**src/hdl/piu_pkg.sv**
```systemverilog
// Shared types, widths, register codes and helpers of the palette upscaler.
package piu_pkg;

  localparam int CFG_IDX_W  = 4;
  localparam int CFG_DATA_W = 27;
  localparam int ADDR_W     = 26;
  localparam int COLOR_W    = 16;
  localparam int INDEX_W    = 8;
  localparam int POS_W      = 10;

  // Register indexes on the configuration channel
  localparam logic [CFG_IDX_W-1:0] REG_SOURCE_WIDTH  = 4'd0;
  localparam logic [CFG_IDX_W-1:0] REG_SOURCE_HEIGHT = 4'd1;
  localparam logic [CFG_IDX_W-1:0] REG_SCREEN_WIDTH  = 4'd2;
  localparam logic [CFG_IDX_W-1:0] REG_SCREEN_HEIGHT = 4'd3;
  localparam logic [CFG_IDX_W-1:0] REG_PAN_COLUMN    = 4'd4;
  localparam logic [CFG_IDX_W-1:0] REG_PAN_ROW       = 4'd5;
  localparam logic [CFG_IDX_W-1:0] REG_LINE_STRIDE   = 4'd6;
  localparam logic [CFG_IDX_W-1:0] REG_BUFFER_BYTES  = 4'd7;

  // Item modes
  localparam logic MODE_PALETTE = 1'b0;
  localparam logic MODE_PIXEL   = 1'b1;

  typedef struct packed {
    logic [10:0] source_width;
    logic [10:0] source_height;
    logic [12:0] screen_width;
    logic [12:0] screen_height;
    logic [11:0] pan_column;
    logic [12:0] pan_row;
    logic [14:0] line_stride;
    logic [26:0] buffer_bytes;
  } cfg_t;

  localparam cfg_t CFG_RESET = '{
    source_width:  11'd256,
    source_height: 11'd240,
    screen_width:  13'd1280,
    screen_height: 13'd720,
    pan_column:    12'd0,
    pan_row:       13'd0,
    line_stride:   15'd2560,
    buffer_bytes:  27'd67108864
  };

  // Operands of the shared multiply-add unit: res = a * b + c
  typedef struct packed {
    logic signed [15:0] a;
    logic signed [15:0] b;
    logic signed [31:0] c;
  } mac_req_t;

  typedef enum logic [3:0] {
    ST_IDLE,
    ST_SCALE_W,
    ST_SCALE_H,
    ST_BASE_Y,
    ST_BASE_X,
    ST_ROW_MAC,
    ST_ROW_CHK,
    ST_EMIT,
    ST_DONE
  } state_e;

  // Limit a source dimension to 1..1024
  function automatic logic [10:0] clamp_src(input logic [10:0] v);
    logic [10:0] r;
    if (v == 11'd0) begin
      r = 11'd1;
    end else if (v > 11'd1024) begin
      r = 11'd1024;
    end else begin
      r = v;
    end
    return r;
  endfunction

endpackage

```
**src/hdl/piu_mac.sv**
```systemverilog
// Shared signed multiply-add unit used by the sequencer for all products.
module piu_mac import piu_pkg::*; (
  input  mac_req_t           req_i,
  output logic signed [31:0] res_o
);

  logic signed [31:0] prod;

  // Form the product in 32 bits, then add the offset
  assign prod  = req_i.a * req_i.b;
  assign res_o = prod + req_i.c;

endmodule

```
**config.mk**
```make
export PLATFORM = sky130hd
export DESIGN_NAME = piu_mac
export DESIGN_NICKNAME = d
export VERILOG_FILES = /design/src/hdl/piu_pkg.sv /design/src/hdl/piu_mac.sv
export SDC_FILE = /design/constraint.sdc
export NUM_CORES = 1
export LEC_CHECK = 0
export ABC_CLOCK_PERIOD_IN_PS = 11550
export BUFFER_PORTS_ARGS = -buffer_cell sky130_fd_sc_hd__buf_2
export CORE_MARGIN = 2
export CORE_UTILIZATION = 64
export DETAILED_ROUTE_END_ITERATION = 8
export PLACE_DENSITY = 0.89
export SLEW_MARGIN = 10
export SYNTH_ARGS = -nofsm -noshare
export SYNTH_HDL_FRONTEND = slang
export SYNTH_SLANG_ARGS = --single-unit
```
**constraint.sdc**
```tcl
create_clock -name vclk -period 11.55
set_input_delay 2.31 -clock vclk [all_inputs]
set_output_delay 2.31 -clock vclk [all_outputs]
set_load 0.005 [all_outputs]
```
======== After elaboration in Yosys (flattened, before gate mapping) ========
Cells that the tools add are included.
storage, ports and cells
  bits in registers ....................... 0
  bits in latches ......................... 0
  RAM bits ................................ 0
  bits in read-only memories .............. 0
  input port bits ......................... 64
  output and inout port bits .............. 32
  logic and storage cells ................. 2
  memories ................................ 0
cells by class
  add/subtract/negate cells ............... 1
  $mul .................................... 1
  div/mod/pow operators ................... 0
  $lt $le $gt $ge ......................... 0
  equal/unequal tests ..................... 0
  shift operators ......................... 0
  multiplexer cells ....................... 0
  bitwise logic cells ..................... 0
  reductions and logical operators ........ 0
operators by type and width
  kind                                            count
  32-bit adder                                    1
  16-bit by 16-bit multiplier with 32-bit output  1

======== Longest topological paths before layout ========
  depth in word-level cells ............... 2
  depth in mapped cells ................... 24
  gate-level depth less buffers ........... 23

======== Least setup slack after synthesis ========
OpenSTA, ideal clock, no wires.
  path type ............................... input to output
  start point ............................. input req_i[63] (netlist bit)
  end point ............................... output res_o[28]
  data arrival time ....................... 7.740 ns
  data required time ...................... 9.240 ns
  slack ................................... 1.500 ns
  stages .................................. 22
  path buffers ............................ 1
  path through ............................ clkbuf_1 nand2_1 inv_1 fa_1 inv_1 fa_1 inv_1 fa_1 fa_1 fa_1 inv_1 fa_1 inv_1 ha_1 and3_1 nand2_1 nor4_1 nand3_1 a311oi_2 a21o_2 a21oi_1 xnor2_1
between the ends
  word-level cells in the longest chain between the ends .. 2
RTL lines
  item                                            line           text
  start, declared                                 piu_mac.sv:3   input mac_req_t req_i,
  16-bit by 16-bit multiplier with 32-bit output  piu_mac.sv:10  assign prod = req_i.a * req_i.b;
  32-bit adder                                    piu_mac.sv:11  assign res_o = prod + req_i.c;
  end, declared                                   piu_mac.sv:4   output logic signed [31:0] res_o
Every way passes these cells.

======== Final worst setup path ========
  start point ............................. input req_i[33] (netlist bit)
  end point ............................... output res_o[30]
The elaborated chain is that of the path after synthesis.

==> impl_metrics.csv <==
group,metric,value,unit
timing,max_freq,91.1,MHz
logic_synthesis,synth_xor_area_share,3.30,%
timing,fin_ws,570,ps
worst_setup_path,crit_path_start,"req_i[33]",
drt,wire_per_inst,17.7,µm
timing,hold_violations,0,
logic_synthesis,yosysSeqAreaShare,0,%
die,io_pins,96,
logic_synthesis,synth.most_common_cell,"inv_1",
logic_synthesis,postSynthCellCount,1186,
finish,seqCellArea,0,µm²
worst_setup_path,critical_path.startpoint_type,"input port",
logic_synthesis,synth_simple_gate_area_share,14.1,%
logic_synthesis,synth_top_cell_area_share,53.8,%
timing,min_period_over_period,95.1,%
worst_setup_path,cp.arrival,8670,ps
status,outcome,"finished, final reports clean",
drt,postRouteAntennaNets,0,
worst_setup_path,crit_end,"res_o[30]",
logic_synthesis,synth_common_cells,"343 x inv_1, 292 x fa_1, 136 x nand2_1",
logic_synthesis,synth.distinct_cells,44,
logic_synthesis,syn_area,10900,µm²
drt,viasPerCell,5.54,
drt,first_pass_iters,5,
flow_run,maxCapViolations,0,
worst_setup_path,worst_path_max_delay_cell,"fa_1",
placed_design,io_buffer_count,96,
die,die-area,18000,µm²
drt,drtIter0Drc,614,
global_route,grt_pass1_vias,9128,
hold_path,hp-class,"input port to output pin",
finish,final_nets,1706,
global_route,grt_pass1_wl,43400,µm
clocking,postCtsSetupBuffers,0,
finish,nClkBuffers,0,
worst_setup_path,crit_path_cell_trace,"buf_2 > nand2_1 > inv_1 > fa_1 > inv_1 > fa_1 > inv_1 > fa_1 > fa_1 > fa_1 > inv_1 > fa_1 > inv_1 > ha_1 > and3_1 > nand2_1 > nor4_1 > nand3_1 > a311oi_2 > a211o_1 > a21oi_1 > xnor2_1 > buf_2",
placed_design,dp_hpwl,22800,µm
logic_synthesis,syn_area_per_cell,9.16,µm²
logic_synthesis,synthAdderAreaFrac,65.1,%
worst_setup_path,cpMostUsedCell,"fa_1",
logic_synthesis,synth_compound_area_share,4.51,%
logic_synthesis,synth_area_leaders,"fa_1 54%, inv_1 12%, ha_1 11%",
drt,drc_errors,0,
finish,final_cells,1470,
drt,wirelength,26000,µm
worst_setup_path,worstPathMaxFanout,16,
global_route,grt_max_degree,17,
clocking,ctsResizeCount,0,
die,die_w,134,µm
clocking,hold_buffers,0,
placed_design,dpl.cell_count,1470,
timing,final.setup.tns,0,ps
global_route,antenna_found_initial,0,
finish,area_delta_synth_final,5.87,%
finish,antenna_cells,0,
timing,max_slew_margin,54.8,%
timing,final_max_slew_viol_count,0,
logic_synthesis,synth_top_family_by_area,"adder cells",
worst_setup_path,max_stage_delay,730,ps
timing,finalCriticalPeriod,10980,ps
timing,tightest_slew,676,ps
finish,layout-drive-gt1-share,8.72,%
die,rows,47,
global_route,grt_overflow_total,0,
placed_design,place_congestion,0.932,
logic_synthesis,yosys.area.top_type,"fa_1",
worst_setup_path,path_class,"input port to output pin",
global_route,track_usage,30.8,%
placed_design,dp_slack,647,ps
logic_synthesis,syn-num-nets,1640,
die,fp.dieH,134,µm
worst_setup_path,worstPathRequired,9240,ps
logic_synthesis,yosys_warnings,0,
timing,rsz0062_at_grt,"false",
drt,num_vias,8138,
worst_setup_path,worstSetupEndpointType,"output pin",
timing,setup_viol,0,
logic_synthesis,muxShareOfSynthArea,0,%
die,core,16600,µm²
finish,seq_cells,0,
die,initial_core_util,65.5,%
[metal layers]
metal | GRT usage [%] | part of all wire (%) | wire (µm) | vias up
met1 | 37.3 | 34 | 8760 | 4082
met3 | 4.16 | 8.3 | 2160 | 99
met2 | 54.1 | 52 | 13400 | 417
met5 | 0 | 0 | 0 | -
met4 | 15.8 | 6.3 | 1630 | 0
li1 | - | - | - | 3540
[metrics by stage]
stage                     util [%]  hold WS, ps  cell area, µm²
after floorplan                  -         4740           10900
after global placement        69.4         4910           11500
after detailed placement      69.4         4910           11500
after CTS                     69.4         4920           11500
after global routing          69.4         4930           11500
final                         69.4         4920           11500
[logic make-up (layout without fill, tap and decap cells)]
logic type / count (synthesis) / in the layout
AOI/OAI and AO/OA: 69 / 69
buffers and inverters: 376 / 440
xor gates and xnor gates: 41 / 41
adders and majority gates: 390 / 390
and+or+nand+nor: 310 / 310
[cell type report]
cell class         count  area (µm²)
fillers             1219        5080
inverters            343        1290
multi-input cells    810        9450
well taps            220         275
repair buffers        97         488
[cell usage in the layout (no fill, tap or decap), types with 2 or more instances in the layout]
| master | netlist | layout |
|---|---|---|
| nor3_1 | 4 | 4 |
| nand2b_1 | 4 | 4 |
| nor2_1 | 23 | 23 |
| a21o_2 | 3 | 3 |
| and2_1 | 121 | 121 |
| xor2_1 | 10 | 10 |
| nand2_1 | 136 | 136 |
| nor2b_1 | 3 | 3 |
| nand3_1 | 8 | 8 |
| a22oi_1 | 2 | 2 |
| fa_1 | 292 | 292 |
| nand4_1 | 3 | 3 |
| ha_1 | 98 | 98 |
| o21a_1 | 4 | 4 |
| xnor2_1 | 31 | 31 |
| o21ai_0 | 6 | 6 |
| inv_1 | 343 | 343 |
| a21o_1 | 6 | 6 |
| a21oi_1 | 23 | 23 |
| o21bai_1 | 5 | 5 |
| a21oi_2 | 2 | 2 |
| and3_1 | 3 | 3 |
| a311oi_2 | 2 | 2 |
| buf_2 | 1 | 96 |
| o2111ai_1 | 2 | 2 |
| a211o_1 | 3 | 3 |
[worst min-delay path by stage]
stage,startpoint,cells after the start,to
detailed placement,req_i[0],3,res_o[0]
floorplan,req_i[0],1,res_o[0]
global route,req_i[0],3,res_o[0]
finish,req_i[0],3,res_o[0]
global placement,req_i[0],3,res_o[0]
CTS,req_i[0],3,res_o[0]
[worst max-delay path: cells and delay by family]
kind	cells	cell delay (ps)
AOI/OAI and AO/OA	3	770
and+or+nand+nor	5	850
buffers and inverters	7	940
xor gates and xnor gates	1	140
adders and majority gates	7	3620
Power is not shown: default switching activity piles up to over one toggle a cycle in this logic, so the estimate is an artifact.
